File: src/sv/lpm_pkg.sv
package lpm_pkg;

    localparam int unsigned ADDR_W = 32;
    localparam int unsigned PLEN_W = 6;
    localparam int unsigned PORT_W = 3;
    localparam logic [PLEN_W-1:0] PLEN_MAX = PLEN_W'(32);

    typedef enum logic
    {
        OP_APPEND = 1'b0,
        OP_LOOKUP = 1'b1
    } op_t;

    typedef enum logic
    {
        ST_OK   = 1'b0,
        ST_FULL = 1'b1
    } status_t;

    typedef enum logic
    {
        BK_IDLE,
        BK_WALK
    } back_state_t;

    typedef struct packed
    {
        logic [ADDR_W-1:0] net;
        logic [PLEN_W-1:0] plen;
        logic [PORT_W-1:0] port;
    } route_t;

    typedef struct packed
    {
        op_t               op;
        logic [ADDR_W-1:0] address;
        logic [PLEN_W-1:0] plen;
        logic [PORT_W-1:0] port;
    } item_t;

    // handshake between the front queue and the back engine
    typedef struct packed
    {
        logic  valid;
        item_t item;
    } queue_head_t;

    function automatic logic [ADDR_W-1:0] prefix_mask(input logic [PLEN_W-1:0] plen);
        logic [ADDR_W-1:0] m;
        begin
            if (plen == '0)
            begin
                m = '0;
            end
            else
            begin
                m = {ADDR_W{1'b1}} << (PLEN_W'(ADDR_W) - plen);
            end
            return m;
        end
    endfunction

endpackage

File: src/sv/lpm_ram.sv
module lpm_ram #(
    parameter int unsigned WIDTH = 8,
    parameter int unsigned DEPTH = 32
) (
    input  logic                                        clk,
    input  logic                                        we,
    input  logic [((DEPTH > 1) ? $clog2(DEPTH) : 1)-1:0] waddr,
    input  logic [WIDTH-1:0]                            wdata,
    input  logic                                        re,
    input  logic [((DEPTH > 1) ? $clog2(DEPTH) : 1)-1:0] raddr,
    output logic [WIDTH-1:0]                            rdata
);

    logic [WIDTH-1:0] mem [DEPTH];
    logic [WIDTH-1:0] rdata_reg;

    always_ff @(posedge clk)
    begin
        if (we)
        begin
            mem[waddr] <= wdata;
        end
        if (re)
        begin
            rdata_reg <= mem[raddr];
        end
    end

    assign rdata = rdata_reg;

endmodule

File: src/sv/lpm_front.sv
module lpm_front
    import lpm_pkg::*;
(
    input  logic                clk,
    input  logic                rst_n,
    input  logic                valid,
    output logic                ready,
    input  logic                cmd,
    input  logic [ADDR_W-1:0]   address,
    input  logic [PLEN_W-1:0]   prefix_len,
    input  logic [PORT_W-1:0]   port,
    output queue_head_t         head,
    input  logic                pop
);

    // two-entry queue decouples intake from the search engine
    item_t      slot_reg [2];
    item_t      slot_next [2];
    logic [1:0] fill_reg;
    logic [1:0] fill_next;
    item_t      in_item;
    logic       push;

    always_comb
    begin
        in_item.op      = op_t'(cmd);
        in_item.address = address;
        in_item.plen    = (prefix_len > PLEN_MAX) ? PLEN_MAX : prefix_len;
        in_item.port    = port;
    end

    assign ready = (fill_reg != 2'd2);
    assign push  = valid && ready;

    always_comb
    begin
        slot_next[0] = slot_reg[0];
        slot_next[1] = slot_reg[1];
        fill_next    = fill_reg;
        if (pop)
        begin
            slot_next[0] = slot_reg[1];
            fill_next    = fill_next - 2'd1;
        end
        if (push)
        begin
            if ((pop ? fill_reg - 2'd1 : fill_reg) == 2'd0)
            begin
                slot_next[0] = in_item;
            end
            else
            begin
                slot_next[1] = in_item;
            end
            fill_next = fill_next + 2'd1;
        end
    end

    always_ff @(posedge clk or negedge rst_n)
    begin
        if (!rst_n)
        begin
            fill_reg <= 2'd0;
        end
        else
        begin
            fill_reg <= fill_next;
        end
    end

    always_ff @(posedge clk)
    begin
        slot_reg[0] <= slot_next[0];
        slot_reg[1] <= slot_next[1];
    end

    assign head.valid = (fill_reg != 2'd0);
    assign head.item  = slot_reg[0];

endmodule

File: src/sv/lpm_engine.sv
module lpm_engine
    import lpm_pkg::*;
#(
    parameter int unsigned TABLE_DEPTH = 32
) (
    input  logic                clk,
    input  logic                rst_n,
    input  queue_head_t         head,
    output logic                pop,
    output logic                ram_we,
    output logic [((TABLE_DEPTH > 1) ? $clog2(TABLE_DEPTH) : 1)-1:0] ram_waddr,
    output route_t              ram_wdata,
    output logic                ram_re,
    output logic [((TABLE_DEPTH > 1) ? $clog2(TABLE_DEPTH) : 1)-1:0] ram_raddr,
    input  route_t              ram_rdata,
    output logic                res_valid,
    input  logic                res_ready,
    output logic                hit,
    output logic [PORT_W-1:0]   out_port,
    output logic                status
);

    localparam int unsigned AW = (TABLE_DEPTH > 1) ? $clog2(TABLE_DEPTH) : 1;
    localparam int unsigned CW = $clog2(TABLE_DEPTH + 1);
    localparam logic [CW-1:0] DEPTH_C = CW'(TABLE_DEPTH);

    back_state_t       state_reg, state_next;
    logic [CW-1:0]     count_reg, count_next;
    logic [CW-1:0]     idx_reg, idx_next;
    logic              pend_reg, pend_next;
    logic              found_reg, found_next;
    logic [PLEN_W-1:0] best_len_reg, best_len_next;
    logic [PORT_W-1:0] best_port_reg, best_port_next;
    logic [ADDR_W-1:0] dst_reg, dst_next;
    logic              res_valid_reg, res_valid_next;
    logic              hit_reg, hit_next;
    logic [PORT_W-1:0] port_reg, port_next;
    status_t           status_reg, status_next;

    logic              start;
    logic              walk_end;
    logic              match;
    logic [ADDR_W-1:0] m;

    assign start = (state_reg == BK_IDLE) && head.valid && (!res_valid_reg || res_ready);

    always_comb
    begin
        state_next = state_reg;
        case (state_reg)
            BK_IDLE:
            begin
                if (start && head.item.op == OP_LOOKUP)
                begin
                    state_next = BK_WALK;
                end
            end
            BK_WALK:
            begin
                if (walk_end)
                begin
                    state_next = BK_IDLE;
                end
            end
            default:
            begin
                state_next = BK_IDLE;
            end
        endcase
    end

    always_comb
    begin
        pop       = 1'b0;
        ram_we    = 1'b0;
        ram_re    = 1'b0;
        walk_end  = 1'b0;
        case (state_reg)
            BK_IDLE:
            begin
                pop    = start;
                ram_we = start && (head.item.op == OP_APPEND) && (count_reg < DEPTH_C);
            end
            BK_WALK:
            begin
                ram_re   = (idx_reg < count_reg);
                walk_end = (idx_reg >= count_reg) && !pend_reg;
            end
            default:
            begin
                pop = 1'b0;
            end
        endcase
    end

    assign ram_waddr = count_reg[AW-1:0];
    assign ram_raddr = idx_reg[AW-1:0];
    always_comb
    begin
        ram_wdata.net  = head.item.address;
        ram_wdata.plen = head.item.plen;
        ram_wdata.port = head.item.port;
    end

    // entry read last cycle is checked against the held destination
    assign m     = prefix_mask(ram_rdata.plen);
    assign match = ((dst_reg & m) == (ram_rdata.net & m));

    always_comb
    begin
        count_next     = count_reg;
        idx_next       = idx_reg;
        pend_next      = ram_re;
        found_next     = found_reg;
        best_len_next  = best_len_reg;
        best_port_next = best_port_reg;
        dst_next       = dst_reg;
        res_valid_next = res_valid_reg && !res_ready;
        hit_next       = hit_reg;
        port_next      = port_reg;
        status_next    = status_reg;

        if (ram_we)
        begin
            count_next = count_reg + CW'(1);
        end
        if (ram_re)
        begin
            idx_next = idx_reg + CW'(1);
        end

        if (start)
        begin
            if (head.item.op == OP_APPEND)
            begin
                res_valid_next = 1'b1;
                hit_next       = 1'b0;
                port_next      = '0;
                status_next    = (count_reg < DEPTH_C) ? ST_OK : ST_FULL;
            end
            else
            begin
                idx_next       = '0;
                found_next     = 1'b0;
                best_len_next  = '0;
                best_port_next = '0;
                dst_next       = head.item.address;
            end
        end

        if (pend_reg && match && (!found_reg || ram_rdata.plen > best_len_reg))
        begin
            found_next     = 1'b1;
            best_len_next  = ram_rdata.plen;
            best_port_next = ram_rdata.port;
        end

        if (walk_end)
        begin
            res_valid_next = 1'b1;
            hit_next       = found_reg;
            port_next      = best_port_reg;
            status_next    = ST_OK;
        end
    end

    always_ff @(posedge clk or negedge rst_n)
    begin
        if (!rst_n)
        begin
            state_reg     <= BK_IDLE;
            count_reg     <= '0;
            pend_reg      <= 1'b0;
            res_valid_reg <= 1'b0;
        end
        else
        begin
            state_reg     <= state_next;
            count_reg     <= count_next;
            pend_reg      <= pend_next;
            res_valid_reg <= res_valid_next;
        end
    end

    always_ff @(posedge clk)
    begin
        idx_reg       <= idx_next;
        found_reg     <= found_next;
        best_len_reg  <= best_len_next;
        best_port_reg <= best_port_next;
        dst_reg       <= dst_next;
        hit_reg       <= hit_next;
        port_reg      <= port_next;
        status_reg    <= status_next;
    end

    assign res_valid = res_valid_reg;
    assign hit       = hit_reg;
    assign out_port  = port_reg;
    assign status    = status_reg;

endmodule

File: src/sv/longest_prefix_match_table_top.sv
// IPv4 longest-prefix-match route table, searched one entry per cycle.
// Input channel (in_valid/in_ready): cmd 0 appends a route (address,
// prefix_len saturated to 32, port); cmd 1 looks up destination address.
// Output channel (out_valid/out_ready): one result item per input item, in
// order: hit, out_port, status (1 = append refused, table full).
// Items pass through a two-entry input queue, so intake carries on while the
// search engine is busy or a result waits to be taken.
// An append's result is registered when the engine takes the item from the
// queue; a lookup's result waits until the engine has walked every stored
// entry through the single read port of the route RAM, one stored entry per
// cycle, up to TABLE_DEPTH entries. One item is searched at a time.
// Reset clears the entry count, queue and result register; route RAM
// contents need no clearing as only stored entries are read.
// A stalled receiver holds the result; the engine waits and the input queue
// fills, after which in_ready drops.
module longest_prefix_match_table_top
    import lpm_pkg::*;
#(
    parameter int unsigned TABLE_DEPTH = 32
) (
    input  logic                clk,
    input  logic                rst_n,
    input  logic                in_valid,
    output logic                in_ready,
    input  logic                cmd,
    input  logic [ADDR_W-1:0]   address,
    input  logic [PLEN_W-1:0]   prefix_len,
    input  logic [PORT_W-1:0]   port,
    output logic                out_valid,
    input  logic                out_ready,
    output logic                hit,
    output logic [PORT_W-1:0]   out_port,
    output logic                status
);

    localparam int unsigned AW = (TABLE_DEPTH > 1) ? $clog2(TABLE_DEPTH) : 1;

    queue_head_t   head;
    logic          pop;
    logic          ram_we;
    logic [AW-1:0] ram_waddr;
    route_t        ram_wdata;
    logic          ram_re;
    logic [AW-1:0] ram_raddr;
    route_t        ram_rdata;

    lpm_front u_front (
        .clk        (clk),
        .rst_n      (rst_n),
        .valid      (in_valid),
        .ready      (in_ready),
        .cmd        (cmd),
        .address    (address),
        .prefix_len (prefix_len),
        .port       (port),
        .head       (head),
        .pop        (pop)
    );

    lpm_ram #(
        .WIDTH ($bits(route_t)),
        .DEPTH (TABLE_DEPTH)
    ) u_route_ram (
        .clk   (clk),
        .we    (ram_we),
        .waddr (ram_waddr),
        .wdata (ram_wdata),
        .re    (ram_re),
        .raddr (ram_raddr),
        .rdata (ram_rdata)
    );

    lpm_engine #(
        .TABLE_DEPTH (TABLE_DEPTH)
    ) u_engine (
        .clk       (clk),
        .rst_n     (rst_n),
        .head      (head),
        .pop       (pop),
        .ram_we    (ram_we),
        .ram_waddr (ram_waddr),
        .ram_wdata (ram_wdata),
        .ram_re    (ram_re),
        .ram_raddr (ram_raddr),
        .ram_rdata (ram_rdata),
        .res_valid (out_valid),
        .res_ready (out_ready),
        .hit       (hit),
        .out_port  (out_port),
        .status    (status)
    );

endmodule
File: config.mk
export PLATFORM = sky130hd
export DESIGN_NAME = longest_prefix_match_table_top
export DESIGN_NICKNAME = d
export VERILOG_FILES = /design/src/sv/lpm_pkg.sv /design/src/sv/lpm_ram.sv /design/src/sv/lpm_front.sv /design/src/sv/lpm_engine.sv /design/src/sv/longest_prefix_match_table_top.sv
export SDC_FILE = /design/constraint.sdc
export NUM_CORES = 1
export LEC_CHECK = 0
export ABC_AREA = 1
export ABC_CLOCK_PERIOD_IN_PS = 7700
export BUFFER_PORTS_ARGS = -buffer_cell sky130_fd_sc_hd__buf_2
export CAP_MARGIN = 5
export CORE_UTILIZATION = 45
export CTS_CLUSTER_SIZE = 8
export DETAILED_ROUTE_END_ITERATION = 10
export PLACE_DENSITY_LB_ADDON = 0.15
export SETUP_SLACK_MARGIN = 0.2
export SLEW_MARGIN = 20
export SYNTH_ARGS = -nofsm -noshare
export SYNTH_HDL_FRONTEND = slang
export SYNTH_SLANG_ARGS = --single-unit
File: constraint.sdc
create_clock -name clk -period 7.7 [get_ports clk]
set_input_delay 0.77 -clock clk [delete_from_list [all_inputs] [get_ports clk]]
set_output_delay 0.77 -clock clk [all_outputs]
set_load 0.02 [all_outputs]
==> results of run 1 <==
through the flow:
stage	utilization [%]	std cells	hold slack, ps	cell area (sq um)	total power, mW
floorplan	-	4393	445	58500	16.4
global placement	47.4	5965	460	60800	19.9
detailed placement	47.4	5965	462	60800	20.0
CTS	51.9	6268	73.6	66500	28.1
global route	51.9	6268	105	66500	29.3
finish	51.9	6270	134	66500	28.0
power by group through the flow:
stage	logic, mW	registers [mW]	clock network, mW
floorplan	4.89	11.5	0
global placement	7.87	12.1	0
detailed placement	7.90	12.1	0
CTS	7.93	11.9	8.26
global route	8.66	12.0	8.59
finish	7.94	11.9	8.16
metal layers:
metal	track usage, %	share of wire [%]	wire length, microns
met3	3.87	7.0	11900
met2	39.8	46	78000
met5	0	0	0
met4	9.46	3.4	5770
met1	36.9	43	73100
placed cells by master, fill, tap and decap left out, drive strengths merged, types with 8 or more instances in the layout:
cell,Yosys,layout
edfxtp,1440,1440
nor2,777,777
o21ai,715,715
nand2,357,357
clkbuf,239,287
o22ai,194,194
o221ai,134,134
buf,52,134
inv,110,118
nand3,117,117
dfxtp,50,50
nand4,42,42
a31oi,42,42
xor2,38,38
o211ai,31,31
ha,24,24
dfrtp,11,11
a21oi,10,10
clkinv,1,8
kinds of logic after synthesis:
group,count (synthesis)
flops,1501
simple gates,1296
compound gates,1129
buf+inv,402
xor+xnor,40
fa+ha+maj,24
mux,1
final timing paths:
path | start | cells past startpoint | end
max in group asynchronous | rst_n | 2 | u_engine.count_reg[3]$_DFFE_PN0P_
setup / recovery | u_front.fill_reg[0]$_DFF_PN0_ | 11 | u_route_ram.mem[23][40]$_DFFE_PP_
hold / removal | address[21] | 1 | u_front.slot_reg[0][72]$_DFFE_PP_
min in group asynchronous | rst_n | 2 | u_front.fill_reg[0]$_DFF_PN0_
setup reg to reg | u_front.fill_reg[0]$_DFF_PN0_ | 11 | u_route_ram.mem[23][40]$_DFFE_PP_
hold reg to reg | u_front.slot_reg[0][12]$_DFF_P_ | 2 | u_front.slot_reg[0][12]$_DFF_P_
final cells by class:
type                            instances  area (sq um)  area share (%)
Clock buffer                          287          5450            8.19
Multi-Input combinational cell       2490         12700            19.1
Tap cell                             1729          2160            3.25
Antenna cell                            2          5.00         0.00753
Sequential cell                      1501         44600            67.0
Inverter                              111           447           0.672
Timing Repair Buffer                  135           923            1.39
Clock inverter                         15           259           0.390
cell usage after synthesis:
master,number
edfxtp_1,1440
nor2_1,766
o21ai_0,670
nand2_1,352
clkbuf_1,239
o22ai_1,194
o221ai_1,134
nand3_1,116
inv_1,104
dfxtp_1,50
o21ai_1,45
a31oi_1,42
nand4_1,42
xor2_1,38
o211ai_1,31
ha_1,24
buf_2,23
buf_1,22
dfrtp_1,11
a21oi_1,10
nor2_2,9
inv_2,5
buf_4,4
buf_6,3
nand2_2,3
a221oi_1,2
nand2_4,2
nor2_4,2
xnor2_1,2
clkinv_1,1
inv_4,1
mux2i_1,1
nand3_2,1
nor3_1,1
nor3_4,1
o21a_1,1
or2_2,1
critical path: stages, from the launching register on:
cell	delay [ps]
dfrtp_1	340
inv_1	80
ha_1	240
nor3_4	160
buf_4	490
inv_2	520
nor2_1	400
inv_1	150
nor2_4	220
nand2_1	480
nor2_4	990
buf_4	580
what timing repair did:
| action | in CTS | in global routing |
|---|---|---|
| hold endpoints to repair | 11 | 0 |
| buffers inserted | 0 | 0 |
| hold buffers | 1 | 0 |
==> results.yml, run 1 <==
floorplanning:
  die-height_microns: 363
  start_util_pct: 45.6
  io_pins: 53
  die_area_sq_mm: 0.131
  die_w_microns: 363
  core-area_sq_mm: 0.128
  fp-row-count: 131
sta:
  worst_pin_slew_ps: 1120
  min_period_ps: 5150
  setup_tns_ps: 0
  finalCritPeriodShare_pct: 66.9
  slew_headroom_pct: 25.3
  slew_viol_final: 0
  rsz0062_at_grt: "no"
  setup_viol: 0
  max_freq_ghz: 0.194
  finalWorstSetupSlack_ps: 2550
  finalHoldViolCount: 0
  fin_skew_ps: 46.7
job:
  maxCapViolations: 0
worst_setup_path:
  worst_setup_path_end_kind: "flop"
  cp_max_fo: 46
  cp-start-kind: "flop"
  cp_data_arrival_time_ps: 5590
  worstSetupPathType: "reg -> reg"
  r2r_setup_slack_ps: 2550
  cp.required_ps: 8140
power_and_ir_drop:
  p_comb_share_pct: 28.3
  p_int_mw: 17.6
  power_leakage_nw: 21.7
  pwr-share-seq_pct: 42.6
  irDropWorstVdd_mv: 0.381
  p_switching_mw: 10.5
  swShare_pct: 37.3
  p_per_area_mw_per_mm2: 422
  clkPwrFrac_pct: 29.1
clocking:
  clock-sinks: 1501
  cts_tree: "built"
  cts_made_buffers: 205
  cts-root-buf: "clkbuf_16"
  path_clk_slew_ps: 50
  htreeDepth: 4
  cts_buffer_depth: 3
  clk_latency_ps: 830
  cts_resized: 0
yosys:
  yosys.area_share.adder_pct: 0.513
  ys_top_cells_by_area: "edfxtp_1 (74%), o21ai_0 (5.7%), nor2_1 (4.9%), nand2_1 (2.3%), o22ai_1 (2.1%)"
  yosysWarnings: 0
  synth_xor_area_share_pct: 0.599
  synth_top_family_by_area: "compound AO/OA/AOI/OAI gates"
  synth_nets: 4463
  syn_inst: 4393
  synth_mux_area_share_pct: 0.0171
  synth_seq_cells: 1501
  syn_avg_cell_area_sq_um: 13.3
  synth.top_cell.area_share_pct: 73.9
  syn_area_sq_mm: 0.0585
  synth-simple-area-share_pct: 8.89
  yosysSeqAreaShare_pct: 76.1
  synth-compound-area-share_pct: 11.2
  synth_cell_types: 37
  yosysTopAreaCell: "edfxtp_1"
placed_design:
  io_buffers: 52
  hpwlAfterDp_mm: 91.6
  globalplace.congestion: 0.838
  post-place-ws_ps: 2360
route:
  drc: 0
  drt-total-wl_mm: 169
  ant_nets: 0
  post_drt_via_cell_ratio: 5.88
  vias: 36900
  route.detailed.wl_per_inst_microns: 26.9
  firstDrtPassIters: 5
  drt_iter0_drc: 4123
global_routing:
  grt_pass1_wl_mm: 245
  grt_overflow: 0
  antenna_found_initial: 6
  grt_util_all_layers_pct: 25.7
  grt_max_degree: 182
  first_global_vias: 35400
layout:
  layout.nets: 4514
  syn_to_final_growth_pct: 13.7
  drive_gt1_share_pct: 9.89
  largest_register_ffs: 1312
  fill_cells: 10800
status:
  outcome: "finished, final reports clean"
min_path:
  hold_path.class: "in -> reg"
Power figures use the tool's default switching activity.
==> inputs of run 2 (changes only) <==
Settings changed: ABC_AREA 1 to 0, ABC_CLOCK_PERIOD_IN_PS 7700 to 5000.
Clock period 7.7 ns to 5 ns, I/O delays scaled along.
==> run 2 against run 1 <==
Fmax up 35%. Via count down 27%. Die area down 1.7%. First-iteration DRC count down 31%. Combinational power up 20%. Critical path type unchanged. Largest cell class unchanged.
==> results.yml, run 2 <==
status:
  outcome: "finished, final reports clean"
global_routing:
  grt_overflow: 0
  use_met3_pct: 4.99
  grt_busiest_layer: "met2"
  use_met2_pct: 35.6
  grt_use_met1_pct: 30.7
  grt_util_all_layers_pct: 22.2
  grt_max_degree: 132
  antenna_found_initial: 5
  grt_pass1_wl_mm: 203
  first_global_vias: 28200
sta:
  worst_pin_slew_ps: 1170
  finalHoldViolCount: 0
  min_period_ps: 3820
  holdWs_ps: 69.9
  finalCritPeriodShare_pct: 76.3
  setup_tns_ps: 0
  rsz0062_at_grt: "no"
  fin_skew_ps: 55.4
  setup_viol: 0
  slew_viol_final: 0
  max_freq_ghz: 0.262
  slew_headroom_pct: 21.8
worst_setup_path:
  worst_setup_path_end_kind: "flop"
  cp.required_ps: 5400
  cp_data_arrival_time_ps: 4220
  worstSetupPathType: "reg -> reg"
  cp_max_fo: 13
  cp-start-kind: "flop"
job:
  maxCapViolations: 0
power_and_ir_drop:
  p_per_area_mw_per_mm2: 608
  power_leakage_nw: 21.2
  irDropWorstVdd_mv: 0.418
layout:
  layout_commonest_cell: "edfxtp_1"
  final_area_sq_mm: 0.0669
  final_cell_mix: "edfxtp_1 (1440), mux4_2 (410), clkbuf_16 (210)"
  fill_cells: 9645
  drive_gt1_share_pct: 30.4
  syn_to_final_growth_pct: 16.4
  layout.nets: 2887
  largest_register_ffs: 1312
yosys:
  syn_area_sq_mm: 0.0575
  ys_top_cells_by_area: "edfxtp_1 (75%), mux4_2 (16%), dfxtp_1 (1.7%), mux2_2 (0.80%), nand2_1 (0.69%)"
  ys.flop_type: "edfxtp_1"
  synth.most_common_cell: "edfxtp_1"
  yosysTopAreaCell: "edfxtp_1"
  synth.top_cell.area_share_pct: 75.2
  synth_cell_types: 55
  yosysWarnings: 0
  synth_edf_count: 1440
  yosysSeqAreaShare_pct: 77.5
  syn_inst: 2557
  ys_top_cells_by_count: "edfxtp_1 (1440), mux4_2 (410), nand2_1 (106), nor2_1 (93), clkbuf_1 (81)"
  synth_nets: 2627
  synth_seq_cells: 1501
  syn_avg_cell_area_sq_um: 22.5
  async_flop_share_pct: 0.733
clocking:
  postCtsSetupRepairBufs: 0
  clk_latency_ps: 810
  cts_made_buffers: 206
  htreeDepth: 4
  cts_buffer_depth: 3
  path_clk_slew_ps: 50
  cts-root-buf: "clkbuf_16"
  cts_tree: "built"
  clock-sinks: 1501
floorplanning:
  start_util_pct: 45.5
  die_area_sq_mm: 0.129
  die-height_microns: 359
  die_w_microns: 359
  io_pins: 53
  core-area_sq_mm: 0.126
  fp-row-count: 130
route:
  drc: 0
  vias: 27000
  drt-total-wl_mm: 141
  post_drt_via_cell_ratio: 5.86
  route.detailed.wl_per_inst_microns: 30.7
  firstDrtPassIters: 5
  drt_iter0_drc: 2825
  ant_nets: 0
placed_design:
  io_buffers: 52
  hpwlAfterDp_mm: 78.5
  placed_area_sq_mm: 0.0606
  globalplace.congestion: 0.830
min_path:
  hold_path.class: "in -> reg"
run 2: changes by cell type in the layout (fill, tap and decap cells not counted), moves of 39 or more:
cell and delta:
nor2_1 -670, o21ai_0 -654, mux4_2 +410, nand2_1 -245, o22ai_1 -192, o221ai_1 -134
nand3_1 -108, inv_1 -75, o21ai_1 -45, mux2_2 +41, clkbuf_1 +39
run 2: path summary, 6_finish.rpt:
path	end	slack, ps	cells after the start	startpoint
min	u_front.slot_reg[0][47]$_DFFE_PP_	70	2	prefix_len[2]
min reg2reg	u_engine.out_port[2]$_SDFFCE_PN0P_	480	1	u_engine.best_port_reg[2]$_SDFFCE_PN0P_
min in group asynchronous	u_engine.count_reg[1]$_DFFE_PN0P_	150	2	rst_n
max reg2reg	u_engine.best_len_reg[0]$_SDFFCE_PN0P_	1180	9	u_route_ram.rdata[4]$_DFFE_PP_
max in group asynchronous	u_engine.count_reg[2]$_DFFE_PN0P_	4570	2	rst_n
max	u_engine.best_len_reg[0]$_SDFFCE_PN0P_	1180	9	u_route_ram.rdata[4]$_DFFE_PP_
run 2: worst max-delay path, cell delays in order, from the launching register on:
cell       delay [ps]
edfxtp_1          530
inv_1             190
ha_1              490
xor2_1            260
o21ai_0           220
o211ai_1          100
a2111oi_0         590
a31oi_1           250
o31ai_4           370
nand2b_1          420
run 2: timing repair:
| item | CTS | global route |
|---|---|---|
| resized for setup | 0 | 0 |
| hold buffers | 38 | 0 |
| endpoints found under the hold margin | 83 | 0 |
| setup endpoints to repair | 0 | 0 |
run 2: logic make-up (layout without fill, tap and decap cells):
| family | Yosys count | in the layout | synth area share (%) |
|---|---|---|---|
| flops | 1501 | 1501 | 77.5 |
| mux | 452 | 452 | 16.9 |
| simple gates | 262 | 262 | 2.00 |
| buf+inv | 155 | 549 | 1.10 |
| compound gates | 118 | 118 | 1.35 |
| xor+xnor | 45 | 45 | 0.686 |
| fa+ha+maj | 24 | 24 | 0.522 |
| other cells | 0 | 1 | 0 |
run 2: report_power, final:
group,switching [mW],internal (mW)
Combinational,5.05,4.48
Clock,5.02,7.71
Sequential,1.99,16.4
run 2: area by class of cell:
class                   instances  area, sq um  area share [%]
well taps                    1650         2060            3.09
diodes                          1         2.50         0.00374
flip-flops and latches       1501        44600            66.6
clock buffers                 332         5730            8.57
clock inverters                10          155           0.232
inverters                      27          101           0.151
multi-input cells             901        12600            18.8
repair buffers                180         1670            2.49
run 2: metal layers:
layer	vias up	routed length, microns
met1	14600	59400
met2	937	69200
met3	170	10100
met5	-	8
met4	2	2600
li1	11200	-
run 2: metrics by stage:
stage / cells / util, % / power (mW) / setup slack, ps
6_report: 4602 / 53.0 / 40.7 / 1180
5_1_grt: 4601 / 53.0 / 42.3 / 905
4_1_cts: 4601 / 53.0 / 41.2 / 1200
3_5_place_dp: 4221 / 48.0 / 28.3 / 1270
3_3_place_gp: 4221 / 48.0 / 28.1 / 1390
2_1_floorplan: 2557 / - / 24.4 / 993
